File: config.mk
export PLATFORM = sky130hd
export DESIGN_NAME = wildcard_glob_matcher_flat
export DESIGN_NICKNAME = d
export VERILOG_FILES = /design/src/hdl/wgm_pkg.sv /design/src/hdl/wgm_req_if.sv /design/src/hdl/wgm_res_if.sv /design/src/hdl/wgm_cell.sv /design/src/hdl/wildcard_glob_matcher.sv /design/src/flat_wrapper.sv
export VERILOG_INCLUDE_DIRS = /design/src /design/src/hdl
export SDC_FILE = /design/constraint.sdc
export NUM_CORES = 1
export LEC_CHECK = 0
export BUFFER_PORTS_ARGS = -buffer_cell sky130_fd_sc_hd__buf_4
export CAP_MARGIN = 5
export CORE_UTILIZATION = 35
export DETAILED_ROUTE_END_ITERATION = 6
export GPL_ROUTABILITY_DRIVEN = 0
export GPL_TIMING_DRIVEN = 1
export PLACE_DENSITY = 0.54
export SLEW_MARGIN = 20
export SYNTH_ARGS = -nofsm -noshare
export SYNTH_HDL_FRONTEND = slang
export SYNTH_HIERARCHICAL = 1
export SYNTH_SLANG_ARGS = --single-unit
File: constraint.sdc
create_clock -name clk -period 23.5 [get_ports clk]
set_input_delay 2.35 -clock clk [delete_from_list [all_inputs] [get_ports clk]]
set_output_delay 2.35 -clock clk [all_outputs]
set_load 0.01 [all_outputs]
File: src/hdl/wildcard_glob_matcher_macros.svh
// ---------------------------------------------------------------------------
// Assertion macros for the wildcard glob matcher
// Concurrent checks clocked on clk and held off while rst_n is low.
// ---------------------------------------------------------------------------
`ifndef WILDCARD_GLOB_MATCHER_MACROS_SVH
`define WILDCARD_GLOB_MATCHER_MACROS_SVH

// Antecedent true implies consequent in the same cycle.
`define WGM_ASSERT_SAME(lbl, ante, cons) \
    lbl: assert property (@(posedge clk) disable iff (!rst_n) (ante) |-> (cons)) \
        else $error("wgm check failed");

// Antecedent true implies consequent in the next cycle.
`define WGM_ASSERT_NEXT(lbl, ante, cons) \
    lbl: assert property (@(posedge clk) disable iff (!rst_n) (ante) |=> (cons)) \
        else $error("wgm check failed");

// Expression holds at every edge.
`define WGM_ASSERT_ALWAYS(lbl, expr) \
    lbl: assert property (@(posedge clk) disable iff (!rst_n) (expr)) \
        else $error("wgm check failed");

`endif

File: src/hdl/wgm_pkg.sv
// ---------------------------------------------------------------------------
// wgm_pkg
// Shared constants and types for the wildcard glob matcher.
// ---------------------------------------------------------------------------
`timescale 1ns / 1ps

package wgm_pkg;

    localparam int PATTERN_LEN_DEF = 64;

    // request action codes
    localparam logic [1:0] ACT_PATTERN = 2'd0;
    localparam logic [1:0] ACT_TEXT    = 2'd1;
    localparam logic [1:0] ACT_END     = 2'd2;

    localparam logic [7:0] CH_QMARK = 8'h3F;  // '?'
    localparam logic [7:0] CH_STAR  = 8'h2A;  // '*'
    localparam logic [7:0] CH_UPA   = 8'h41;  // 'A'
    localparam logic [7:0] CH_UPZ   = 8'h5A;  // 'Z'
    localparam logic [7:0] CH_LOWA  = 8'h61;  // 'a'

    // broadcast from the top level to every cell
    typedef struct packed {
        logic       load;   // store char in the first free cell
        logic       step;   // advance on a text char
        logic       clear;  // back to the reset state
        logic [7:0] ch;     // case-folded char
    } ctrl_t;

    // passed from cell i to cell i+1
    typedef struct packed {
        logic valid;  // cell i holds a pattern char
        logic close;  // star closure into position i+1
        logic match;  // char match moves position i to i+1
        logic lead;   // leading-star closure while loading
    } link_t;

    function automatic logic [7:0] fold_case(input logic [7:0] c);
        logic [7:0] r;
        r = c;
        if (c >= CH_UPA && c <= CH_UPZ)
        begin
            r = c - CH_UPA + CH_LOWA;
        end
        return r;
    endfunction

endpackage

File: src/hdl/wgm_req_if.sv
// ---------------------------------------------------------------------------
// wgm_req_if
// Request channel: action code and char byte with valid/ready.
// ---------------------------------------------------------------------------
`timescale 1ns / 1ps

interface wgm_req_if;
    logic       valid;
    logic       ready;
    logic [1:0] action;
    logic [7:0] char_byte;

    modport source (output valid, output action, output char_byte, input ready);
    modport sink   (input valid, input action, input char_byte, output ready);
endinterface

File: src/hdl/wgm_res_if.sv
// ---------------------------------------------------------------------------
// wgm_res_if
// Result channel: match flag and overflow flag with valid/ready.
// ---------------------------------------------------------------------------
`timescale 1ns / 1ps

interface wgm_res_if;
    logic valid;
    logic ready;
    logic matched;
    logic pattern_overflow;

    modport source (output valid, output matched, output pattern_overflow, input ready);
    modport sink   (input valid, input matched, input pattern_overflow, output ready);
endinterface

File: src/hdl/wgm_cell.sv
// ---------------------------------------------------------------------------
// wgm_cell
// One pattern position: stored char, fill flag and active bit.
// ---------------------------------------------------------------------------
`timescale 1ns / 1ps

module wgm_cell #(
    parameter bit IS_ORIGIN = 1'b0
) (
    input  logic           clk,
    input  logic           rst_n,
    input  wgm_pkg::ctrl_t ctrl,
    input  wgm_pkg::link_t link_in,
    output wgm_pkg::link_t link_out,
    output logic           hit
);

    logic       valid_reg, valid_next;
    logic       act_reg, act_next;
    logic [7:0] char_reg;
    logic       star_reg;
    logic       qmark_reg;

    logic       wr;
    logic       in_star;
    logic       active_c;

    assign wr      = ctrl.load && !valid_reg && link_in.valid;
    assign in_star = (ctrl.ch == wgm_pkg::CH_STAR);

    // closed active set for this position after a text char
    assign active_c = (act_reg && valid_reg && star_reg) || link_in.match || link_in.close;

    assign link_out.valid = valid_reg;
    assign link_out.close = active_c && valid_reg && star_reg;
    assign link_out.match = act_reg && valid_reg && !star_reg
                            && (qmark_reg || (char_reg == ctrl.ch));
    assign link_out.lead  = act_reg && wr && in_star;

    // active but unfilled: this is the end-of-pattern position
    assign hit = act_reg && !valid_reg;

    always_comb
    begin
        valid_next = valid_reg;
        act_next   = act_reg;
        if (ctrl.clear)
        begin
            valid_next = 1'b0;
            act_next   = IS_ORIGIN;
        end
        else if (ctrl.step)
        begin
            act_next = active_c;
        end
        else if (ctrl.load)
        begin
            valid_next = valid_reg || wr;
            act_next   = act_reg || link_in.lead;
        end
    end

    always_ff @(posedge clk or negedge rst_n)
    begin
        if (!rst_n)
        begin
            valid_reg <= 1'b0;
            act_reg   <= IS_ORIGIN;
        end
        else
        begin
            valid_reg <= valid_next;
            act_reg   <= act_next;
        end
    end

    always_ff @(posedge clk)
    begin
        if (wr)
        begin
            char_reg  <= ctrl.ch;
            star_reg  <= in_star;
            qmark_reg <= (ctrl.ch == wgm_pkg::CH_QMARK);
        end
    end

endmodule

File: src/hdl/wildcard_glob_matcher.sv
// ---------------------------------------------------------------------------
// wildcard_glob_matcher
// Case-insensitive '*' / '?' glob match of a streamed text.
// ---------------------------------------------------------------------------
// Usage: send pattern chars (action 0), then text chars (action 1), then an
// end request (action 2), which returns one result and clears the block for
// the next pattern. A new request is taken in each cycle as long as the
// result register is empty or being drained; the sustained rate is then
// one request per clock. The end result is registered and appears in the
// cycle after its request. The clock period is set by the star-closure path,
// which ripples through the row of PATTERN_LEN+1 cells like a carry chain.
// Only 'A'..'Z' are folded; a pattern '*' always acts as a wildcard; pattern
// chars after the first text char are dropped; more than PATTERN_LEN
// pattern chars set pattern_overflow and force matched to 0.
// ---------------------------------------------------------------------------
`timescale 1ns / 1ps

`include "wildcard_glob_matcher_macros.svh"

module wildcard_glob_matcher #(
    parameter int PATTERN_LEN = wgm_pkg::PATTERN_LEN_DEF
) (
    input  logic      clk,
    input  logic      rst_n,
    wgm_req_if.sink   req,
    wgm_res_if.source res
);

    // Position i of the NFA lives in cell i. Cells 0..PATTERN_LEN-1 can hold
    // a pattern char; cell PATTERN_LEN is the end position past a full store
    // and is never filled. The active vector is kept closed over stars at
    // all times: during loading a leading star run extends the origin, and
    // each text step closes its own result through the chain.

    wgm_pkg::ctrl_t ctrl;
    wgm_pkg::link_t link [0:PATTERN_LEN];
    wgm_pkg::link_t tail_link;
    logic [PATTERN_LEN:0] hit_vec;

    logic text_started_reg, text_started_next;
    logic ovf_reg, ovf_next;
    logic res_valid_reg, res_valid_next;
    logic res_matched_reg, res_matched_next;
    logic res_ovf_reg, res_ovf_next;

    logic accept;
    logic full;
    logic is_pattern;

    // a new request fits whenever the result slot is free or draining
    assign req.ready = !res_valid_reg || res.ready;
    assign accept    = req.valid && req.ready;

    // the last storage cell filled means the pattern store is full
    assign full       = link[PATTERN_LEN].valid;
    assign is_pattern = accept && (req.action == wgm_pkg::ACT_PATTERN) && !text_started_reg;

    always_comb
    begin
        ctrl.load  = 1'b0;
        ctrl.step  = 1'b0;
        ctrl.clear = 1'b0;
        ctrl.ch    = wgm_pkg::fold_case(req.char_byte);
        if (accept)
        begin
            case (req.action)
                wgm_pkg::ACT_PATTERN: ctrl.load  = !text_started_reg && !full;
                wgm_pkg::ACT_TEXT:    ctrl.step  = 1'b1;
                wgm_pkg::ACT_END:     ctrl.clear = 1'b1;
                default:              ctrl.load  = 1'b0;
            endcase
        end
    end

    // origin link: position 0 has nothing before it
    assign link[0] = '{valid: 1'b1, close: 1'b0, match: 1'b0, lead: 1'b0};

    for (genvar i = 0; i <= PATTERN_LEN; i++)
    begin : g_cell
        if (i < PATTERN_LEN)
        begin : g_store
            wgm_cell #(
                .IS_ORIGIN (i == 0)
            ) u_cell (
                .clk      (clk),
                .rst_n    (rst_n),
                .ctrl     (ctrl),
                .link_in  (link[i]),
                .link_out (link[i+1]),
                .hit      (hit_vec[i])
            );
        end
        else
        begin : g_tail
            // end position for a full store; its load enable never fires
            wgm_cell #(
                .IS_ORIGIN (i == 0)
            ) u_cell (
                .clk      (clk),
                .rst_n    (rst_n),
                .ctrl     (ctrl),
                .link_in  (link[i]),
                .link_out (tail_link),
                .hit      (hit_vec[i])
            );
        end
    end

    always_comb
    begin
        text_started_next = text_started_reg;
        ovf_next          = ovf_reg;
        res_valid_next    = res_valid_reg && !res.ready;
        res_matched_next  = res_matched_reg;
        res_ovf_next      = res_ovf_reg;
        if (ctrl.step)
        begin
            text_started_next = 1'b1;
        end
        if (is_pattern && full)
        begin
            ovf_next = 1'b1;
        end
        if (ctrl.clear)
        begin
            // only the end position can be active among unfilled cells
            res_valid_next    = 1'b1;
            res_matched_next  = (|hit_vec) && !ovf_reg;
            res_ovf_next      = ovf_reg;
            text_started_next = 1'b0;
            ovf_next          = 1'b0;
        end
    end

    always_ff @(posedge clk or negedge rst_n)
    begin
        if (!rst_n)
        begin
            text_started_reg <= 1'b0;
            ovf_reg          <= 1'b0;
            res_valid_reg    <= 1'b0;
        end
        else
        begin
            text_started_reg <= text_started_next;
            ovf_reg          <= ovf_next;
            res_valid_reg    <= res_valid_next;
        end
    end

    always_ff @(posedge clk)
    begin
        res_matched_reg <= res_matched_next;
        res_ovf_reg     <= res_ovf_next;
    end

    assign res.valid            = res_valid_reg;
    assign res.matched          = res_matched_reg;
    assign res.pattern_overflow = res_ovf_reg;

    // ---- checks ----
    // an end request always leaves a result and a clean matcher behind
    `WGM_ASSERT_NEXT(a_end_result, ctrl.clear, res_valid_reg && !text_started_reg && !ovf_reg)
    // overflow always forces a miss
    `WGM_ASSERT_SAME(a_ovf_miss, res_valid_reg && res_ovf_reg, !res_matched_reg)
    // at most one active position past the filled part of the store
    `WGM_ASSERT_ALWAYS(a_one_end, $onehot0(hit_vec))
    // the end position cell never takes a char or feeds anything onward
    `WGM_ASSERT_ALWAYS(a_tail_idle, tail_link == '0)

endmodule
File: src/flat_wrapper.sv
// flat-port wrapper written by rule: the top's interface ports become plain ports
module wildcard_glob_matcher_flat 
#(
    parameter int PATTERN_LEN = wgm_pkg::PATTERN_LEN_DEF
)
  (clk, rst_n, req_valid, req_action, req_char_byte, req_ready, res_valid, res_matched, res_pattern_overflow, res_ready);
  wgm_req_if req_i ();
  wgm_res_if res_i ();
  input  logic clk;
  input  logic rst_n;
  input wire logic [$bits(req_i.valid)-1:0] req_valid;
  input wire logic [$bits(req_i.action)-1:0] req_action;
  input wire logic [$bits(req_i.char_byte)-1:0] req_char_byte;
  output wire logic [$bits(req_i.ready)-1:0] req_ready;
  output wire logic [$bits(res_i.valid)-1:0] res_valid;
  output wire logic [$bits(res_i.matched)-1:0] res_matched;
  output wire logic [$bits(res_i.pattern_overflow)-1:0] res_pattern_overflow;
  input wire logic [$bits(res_i.ready)-1:0] res_ready;
  assign req_i.valid = req_valid;
  assign req_i.action = req_action;
  assign req_i.char_byte = req_char_byte;
  assign req_ready = req_i.ready;
  assign res_valid = res_i.valid;
  assign res_matched = res_i.matched;
  assign res_pattern_overflow = res_i.pattern_overflow;
  assign res_i.ready = res_ready;
  wildcard_glob_matcher #(.PATTERN_LEN(PATTERN_LEN)) u_core (.clk(clk), .rst_n(rst_n), .req(req_i), .res(res_i));
endmodule
==> metrics.cfg, run 1 <==
[final_layout]
fillCellCount=9322
fin_area_um2=41700
drive_gt1_share_pct=14.4
final_nets=3034
diodes=0
mostFrequentLayoutCell=edfxtp_1
register_area_um2=22600
syn_to_final_growth_pct=16.8
largest_reg_flops=512
layout_common_cells=edfxtp_1, xor2_1, nor2_1, nand2_1, buf_4
multi_input_area_um2=13100

[clocking]
clk_path_buf_depth=3
ctsHoldBuffers=0
htreeDepth=3
cts_tree=built
cts_buffers=84
cts-root-buf=clkbuf_16
clk_latency_ns=0.64
clk_pin_slew_ns=0.06
cts.sinks=776

[sta]
fin_ws_ns=-1.15
period_minus_slack_ns=24.65
skew_ns=0.0324
holdWs_ns=0.535
finalHoldViolCount=0
worst_pin_slew_ns=1.13
final.period_utilization_pct=105
drv_slew=0
setup_viol=5
relSlewSlack_pct=24.5
clock.fmax_mhz=40.6
rsz0062_at_grt=true
tns_ns=-3.11

[routing]
drt-total-wl_mm=86.7
drc=0
postRouteAntennaNets=0
drt_iter0_drc=1583
viasPerCell=5.26
vias=23396
routedWlPerCell_um=19.5
drtPass1Iterations=6

[floorplanning]
dieArea_um2=103000
die_w_um=321
core-area_um2=101000
die_y_um=321
initial_utilization_pct=35.5
pin_count=18
rows=116

[run_status]
violations=negative setup slack
outcome=finished, violations left

[global_routing]
overflow=0
grt_pass1_wl_mm=137
track_usage_pct=16.8
antenna_found_initial=2
grt_pass1_vias=23480
grt_max_degree=94

[worst_setup_path]
critPathLaunchType=primary input
cp_data_required_time_ns=23.98
slowest_stage=or4_4
path_max_fanout=2
crit_family=compound AO/OA/AOI/OAI gates
path_class=in2reg
crit_top_cell=a311oi_2
end_kind=register
crit_buf_inv=2
arrival_ns=25.13
max_stage_delay_ns=0.53

[power]
peakVddDrop_mv=0.0493
power.density_nw_per_um2=74.5
leakage_uw=0.0142
finalPower_uw=3100

[placement]
hpwl_mm=50.2
port_buffers=17
place_area_um2=38100

[synthesis]
syn_area_per_cell_um2=12.6
ys.warnings.count=6
synth_cells=2821
netlist_area_um2=35700

[run]
cap_violations=0

[worst_hold_path]
holdCritPathClass=reg2reg

final timing paths:
path,slack [ns],from,cells after the start,to
min,0.54,u_core/ovf_reg,0,u_core/res.pattern_overflow
min in group asynchronous,1.66,rst_n,1,u_core/g_cell[17].g_store.u_cell/valid_reg
max reg2reg,1.29,u_core/g_cell[0].g_store.u_cell/char_reg[5],132,u_core/g_cell[64].g_tail.u_cell/act_reg
max,-1.15,req_char_byte[4],138,u_core/g_cell[64].g_tail.u_cell/act_reg
min reg2reg,0.54,u_core/ovf_reg,0,u_core/res.pattern_overflow
max in group asynchronous,20.10,rst_n,3,u_core/g_cell[64].g_tail.u_cell/valid_reg
power breakdown:
part,total [µW],switching (µW),internal [µW]
registers,1540,26.5,1510
logic,220,149,71.4
clock network,1350,546,799
total,3100,722,2380
worst register-to-register path, delay by kind of cell, from the launching register on:
| kind | cells | cell delay [ns] |
|---|---|---|
| AND/OR/NAND/NOR | 65 | 5.91 |
| flip-flops | 1 | 0.46 |
| AO/OA/AOI/OAI | 66 | 15.51 |
| XOR/XNOR | 1 | 0.22 |
routing by layer:
| metal | track usage (%) | part of all wire [%] | vias up |
|---|---|---|---|
| met5 | 0 | 0.027 | - |
| met4 | 4.96 | 2.3 | 4 |
| met3 | 2.29 | 3.8 | 129 |
| met2 | 27.6 | 48 | 491 |
| met1 | 22.9 | 46 | 11874 |
| li1 | - | - | 10898 |
timing repair:
| action | 4_1_cts | 5_1_grt |
|---|---|---|
| resized for setup | 66 | 11 |
| buffers inserted | 15 | 25 |
| endpoints found under the setup margin | 12 | 10 |
| pin swaps | 3 | 9 |
layout make-up:
class / count / share of cell area (%)
clock buffer: 113 / 5.43
timing repair buffer: 174 / 3.48
tap: 1357 / 4.08
multi-input combinational: 1983 / 31.4
clock inverter: 43 / 1.24
sequential: 776 / 54.3
stage by stage:
step,cells,util [%],setup slack [ns]
global placement,4250,37.9,-4.64
detailed placement,4250,37.9,-4.52
CTS,4421,41.1,-0.604
global route,4446,41.4,-2.77
floorplan,2823,-,-1.51
finish,4446,41.4,-1.15
Power figures use the tool's default switching activity.
==> run 2: changes to the inputs <==
--- a/config.mk
+++ b/config.mk
@@ -12,8 +12,7 @@
 export DETAILED_ROUTE_END_ITERATION = 6
 export GPL_ROUTABILITY_DRIVEN = 0
 export GPL_TIMING_DRIVEN = 1
-export PLACE_DENSITY = 0.54
-export SLEW_MARGIN = 20
+export SLEW_MARGIN = 10
 export SYNTH_ARGS = -nofsm -noshare
 export SYNTH_HDL_FRONTEND = slang
 export SYNTH_HIERARCHICAL = 1
==> run 2 against run 1 <==
Against the previous run:
- the flow still finishes with violations (negative setup slack)
- total power shrank 2.2%
- clock power decreased by 5%
- die area unchanged
- clock skew fell by 0.0061 ns
- cell count is 0.18% lower
- first-iteration DRC count down 1.9%
- design area fell by 0.52%
- hold slack improved by 0.011 ns
- register-to-register slack gained 0.12 ns
- setup slack improved by 0.063 ns
- largest power group unchanged
- highest routed layer is now met4
==> metrics.cfg, run 2 (synthesis gave the netlist of run 1 again) <==
[worst_setup_path]
path_class=in2reg
path_max_fanout=2
end_kind=register
cp_data_required_time_ns=23.96
slowest_stage=or4_4
critPathLaunchType=primary input
arrival_ns=25.04
crit_top_cell=a311oi_2
max_stage_delay_ns=0.54

[placement]
port_buffers=17
hpwl_mm=47.2

[floorplanning]
rows=116
initial_utilization_pct=35.5
pin_count=18
core-area_um2=101000
die_w_um=321
die_y_um=321
dieArea_um2=103000

[sta]
relSlewSlack_pct=26.9
setup_viol=4
period_minus_slack_ns=24.59
holdWs_ns=0.546
drv_slew=0
skew_ns=0.0262
worst_pin_slew_ns=1.09
final.period_utilization_pct=105
clock.fmax_mhz=40.7
rsz0062_at_grt=true
fin_ws_ns=-1.09
finalHoldViolCount=0

[routing]
postRouteAntennaNets=0
vias=22803
drt-total-wl_mm=81.9
viasPerCell=5.14
drtPass1Iterations=5
drt_iter0_drc=1553
drc=0
routedWlPerCell_um=18.5

[power]
comb_power_share_pct=7.1
switchingPower_uw=702
leakage_uw=0.0141
peakVddDrop_mv=0.0502
power.density_nw_per_um2=73.2
sw_frac_of_total_pct=23.1
finalPower_uw=3030
clkPwrFrac_pct=42.2
seq_power_share_pct=50.7
intPower_uw=2330

[worst_hold_path]
holdCritPathClass=reg2reg

[run_status]
outcome=finished, violations left
violations=negative setup slack

[global_routing]
antenna_found_initial=0
overflow=0
track_usage_pct=15.9
grt_pass1_wl_mm=132
grt_pass1_vias=23057
grt_max_degree=131

[clocking]
clk_pin_slew_ns=0.06
clk_latency_ns=0.63
cts.sinks=776
cts_buffers=84
cts_tree=built
cts-root-buf=clkbuf_16
clk_path_buf_depth=3
ctsHoldBuffers=0
htreeDepth=3

[final_layout]
layout_common_cells=edfxtp_1, xor2_1, nor2_1, nand2_1, buf_4
final_nets=3027
fillCellCount=9343
drive_gt1_share_pct=14.2
largest_reg_flops=512
mostFrequentLayoutCell=edfxtp_1
diodes=0
syn_to_final_growth_pct=16.2

[run]
cap_violations=0

## run 2: changes by cell type in the layout (fill, tap and decap cells not counted), sizes merged
cell    delta
clkbuf    +11
inv        -1
bufinv     -8
buf        -5
clkinv     -5
## run 2: worst paths after layout
| kind | start | end | slack (ns) | depth (start not counted) |
|---|---|---|---|---|
| setup / recovery | req_char_byte[3] | u_core/g_cell[64].g_tail.u_cell/act_reg | -1.09 | 139 |
| hold / removal | u_core/text_started_reg | u_core/text_started_reg | 0.55 | 1 |
| setup reg to reg | u_core/g_cell[0].g_store.u_cell/char_reg[0] | u_core/g_cell[64].g_tail.u_cell/act_reg | 1.41 | 133 |
| hold reg to reg | u_core/text_started_reg | u_core/text_started_reg | 0.55 | 1 |
| max in group asynchronous | rst_n | u_core/g_cell[25].g_store.u_cell/act_reg | 20.20 | 2 |
| min in group asynchronous | rst_n | u_core/g_cell[13].g_store.u_cell/act_reg | 1.76 | 1 |
## run 2: area by class of cell
cell class / count / area [µm²] / share of cell area [%]
multi-input combinational: 1983 / 13100 / 31.5
sequential: 776 / 22600 / 54.6
timing repair buffer: 167 / 1370 / 3.32
tap: 1357 / 1700 / 4.10
clock buffer: 126 / 2440 / 5.90
clock inverter: 29 / 229 / 0.553
## run 2: routing by layer
layer / up-vias / routed length (µm) / track usage [%]
met5: - / 0 / 0
met4: 0 / 1780 / 4.14
met3: 116 / 3610 / 2.77
met2: 444 / 38600 / 26.0
met1: 11366 / 38000 / 21.9
li1: 10877 / - / -
## run 2: critical path, delay by kind of cell
family / cells / cell delay [ns]
xor gates and xnor gates: 1 / 0.16
buffers and inverters: 3 / 0.40
and+or+nand+nor: 68 / 6.44
AOI/OAI and AO/OA: 67 / 15.64
## run 2: repair_timing
action / in CTS / in global routing
pin swaps: 3 / 5
resized for setup: 62 / 15
setup buffers: 8 / 23
setup endpoints to repair: 11 / 11
## run 2: power by group through the flow
stage	Sequential [µW]	Combinational (µW)	Clock, µW
floorplan	1560	108	0
CTS	1540	217	1310
finish	1540	216	1280
global route	1540	238	1370
detailed placement	1560	215	0
global placement	1560	214	0
## run 2: through the flow
step	TNS [ns]	cell area, µm²	setup slack, ns	std cells	util, %
floorplan	-4.78	35700	-1.51	2823	-
detailed placement	-29.72	38100	-4.33	4252	37.9
finish	-2.75	41400	-1.09	4438	41.2
global route	-14.03	41400	-2.92	4438	41.2
CTS	-1.36	41200	-0.731	4415	40.9
global placement	-26.22	38100	-4.05	4252	37.9
==> run 3: changes to the inputs <==
--- a/config.mk
+++ b/config.mk
@@ -12,6 +12,7 @@
 export DETAILED_ROUTE_END_ITERATION = 6
 export GPL_ROUTABILITY_DRIVEN = 0
 export GPL_TIMING_DRIVEN = 1
+export REMOVE_ABC_BUFFERS = 1
 export SLEW_MARGIN = 10
 export SYNTH_ARGS = -nofsm -noshare
 export SYNTH_HDL_FRONTEND = slang
==> constraint.sdc (replaced) <==
create_clock -name clk -period 21.4 [get_ports clk]
set_input_delay 2.14 -clock clk [delete_from_list [all_inputs] [get_ports clk]]
set_output_delay 2.14 -clock clk [all_outputs]
set_load 0.01 [all_outputs]
==> run 3 against run 2 <==
Against the previous run:
- the flow still finishes with violations (negative setup slack)
- combinational power grew 11%
- hold slack got worse by 0.034 ns
- cell count grew 0.20%
- critical endpoint unchanged
- highest routed layer is now met5
==> metrics.cfg, run 3 (synthesis gave the netlist of run 1 again) <==
[global_routing]
met1_usage_pct=22.1
busiest_layer=met2
grt.met3_usage_pct=2.81
grt_pass1_wl_mm=131
antenna_found_initial=4
grt_pass1_vias=22792
overflow=0
grt_max_degree=84
track_usage_pct=15.8
use_met2_pct=25.1

[final_layout]
mostFrequentLayoutCell=edfxtp_1
register_area_um2=22600
syn_to_final_growth_pct=16.1
final_nets=3033
diodes=0
largest_reg_flops=512
multi_input_area_um2=13000
fin_area_um2=41400
fillCellCount=9371
layout_common_cells=edfxtp_1, xor2_1, nor2_1, nand2_1, buf_4
drive_gt1_share_pct=14.1

[worst_setup_path]
cp_data_required_time_ns=21.86
arrival_ns=24.85
path_max_fanout=2
reg2regPathDepth=134
r2r-start=u_core/g_cell[0].g_store.u_cell/char_reg[6]
ff2ff_setup_slack_ns=-0.71
max_stage_delay_ns=0.54
path_class=in2reg
crit_top_cell=a311oi_2
slowest_stage=or4_4
r2r_end=u_core/g_cell[64].g_tail.u_cell/act_reg
end_kind=register
critPathLaunchType=primary input

[power]
power.density_nw_per_um2=80.4
leakage_uw=0.0141
peakVddDrop_mv=0.0631
finalPower_uw=3330

[routing]
drt-total-wl_mm=80.9
viasPerCell=5.14
drc=0
vias=22860
drt_iter0_drc=1623
drtPass1Iterations=7
routedWlPerCell_um=18.2
postRouteAntennaNets=0

[run]
cap_violations=0

[worst_hold_path]
holdPathStages=0
holdCritPathClass=reg2reg
hold_start=u_core/ovf_reg
worstHoldEndpoint=u_core/res.pattern_overflow

[clocking]
clk_pin_slew_ns=0.06
htreeDepth=3
cts_buffers=84
cts-root-buf=clkbuf_16
cts_tree=built
clk_path_buf_depth=3
clk_latency_ns=0.65
cts.sinks=776
ctsHoldBuffers=0

[floorplanning]
rows=116
die_y_um=321
dieArea_um2=103000
die_w_um=321
core-area_um2=101000
initial_utilization_pct=35.5
pin_count=18

[run_status]
outcome=finished, violations left
violations=negative setup slack

[sta]
setup_viol=10
final.period_utilization_pct=114
relSlewSlack_pct=25.7
worst_pin_slew_ns=1.11
clock.fmax_mhz=41.0
period_minus_slack_ns=24.39
rsz0062_at_grt=true
drv_slew=0
finalHoldViolCount=0
fin_ws_ns=-2.99
skew_ns=0.0289

[placement]
hpwl_mm=47.1
port_buffers=17
place_area_um2=38100

run 3: area by class of cell:
| class | instances | area share, % |
|---|---|---|
| Multi-Input combinational cell | 1983 | 31.4 |
| Timing Repair Buffer | 173 | 3.39 |
| Clock inverter | 33 | 0.637 |
| Tap cell | 1357 | 4.10 |
| Sequential cell | 776 | 54.7 |
| Clock buffer | 125 | 5.82 |
run 3: metal layers:
layer  share of wire [%]  vias to the layer above
met5               0.030                        -
met4                 2.4                        4
met3                 4.8                      120
met2                  46                      458
met1                  47                    11375
li1                    -                    10903
run 3: how the worst max path moves through the flow:
stage	startpoint	to	slack, ns	depth (start not counted)
finish	req_char_byte[3]	u_core/g_cell[64].g_tail.u_cell/act_reg	-2.99	140
global route	req_char_byte[3]	u_core/g_cell[64].g_tail.u_cell/act_reg	-4.98	140
CTS	req_char_byte[3]	u_core/g_cell[64].g_tail.u_cell/act_reg	-2.59	140
detailed placement	req_char_byte[0]	u_core/g_cell[64].g_tail.u_cell/act_reg	-6.21	141
global placement	req_char_byte[0]	u_core/g_cell[64].g_tail.u_cell/act_reg	-5.94	141
floorplan	req_char_byte[3]	u_core/g_cell[64].g_tail.u_cell/act_reg	-6.35	135
run 3: metrics by stage:
| stage | util [%] | hold slack [ns] | instances | TNS [ns] | setup WS (ns) |
|---|---|---|---|---|---|
| after detailed placement | 37.9 | 0.488 | 4259 | -59.10 | -6.21 |
| after global placement | 37.9 | 0.499 | 4259 | -54.53 | -5.94 |
| after CTS | 41.0 | 0.508 | 4428 | -12.48 | -2.59 |
| final | 41.2 | 0.512 | 4447 | -16.04 | -2.99 |
| after floorplan | - | 0.448 | 2759 | -69.86 | -6.35 |
| after global routing | 41.2 | 0.524 | 4447 | -38.50 | -4.98 |
run 3: timing repair:
action                     CTS  global route
buffers inserted            11            19
pin swaps                    3             3
setup endpoints to repair   17            16
resized for setup           64             5
run 3: report_power, final:
part | internal, µW | switching (µW) | total (µW)
sequential | 1660 | 27.9 | 1690
combinational | 79.1 | 160 | 239
clock | 818 | 590 | 1410
total | 2550 | 777 | 3330
run 3: critical path: cells and delay by family:
| kind | cells | cell delay, ns |
|---|---|---|
| buffers and inverters | 4 | 0.54 |
| xor gates and xnor gates | 1 | 0.15 |
| AOI/OAI and AO/OA | 67 | 15.48 |
| and+or+nand+nor | 68 | 6.50 |
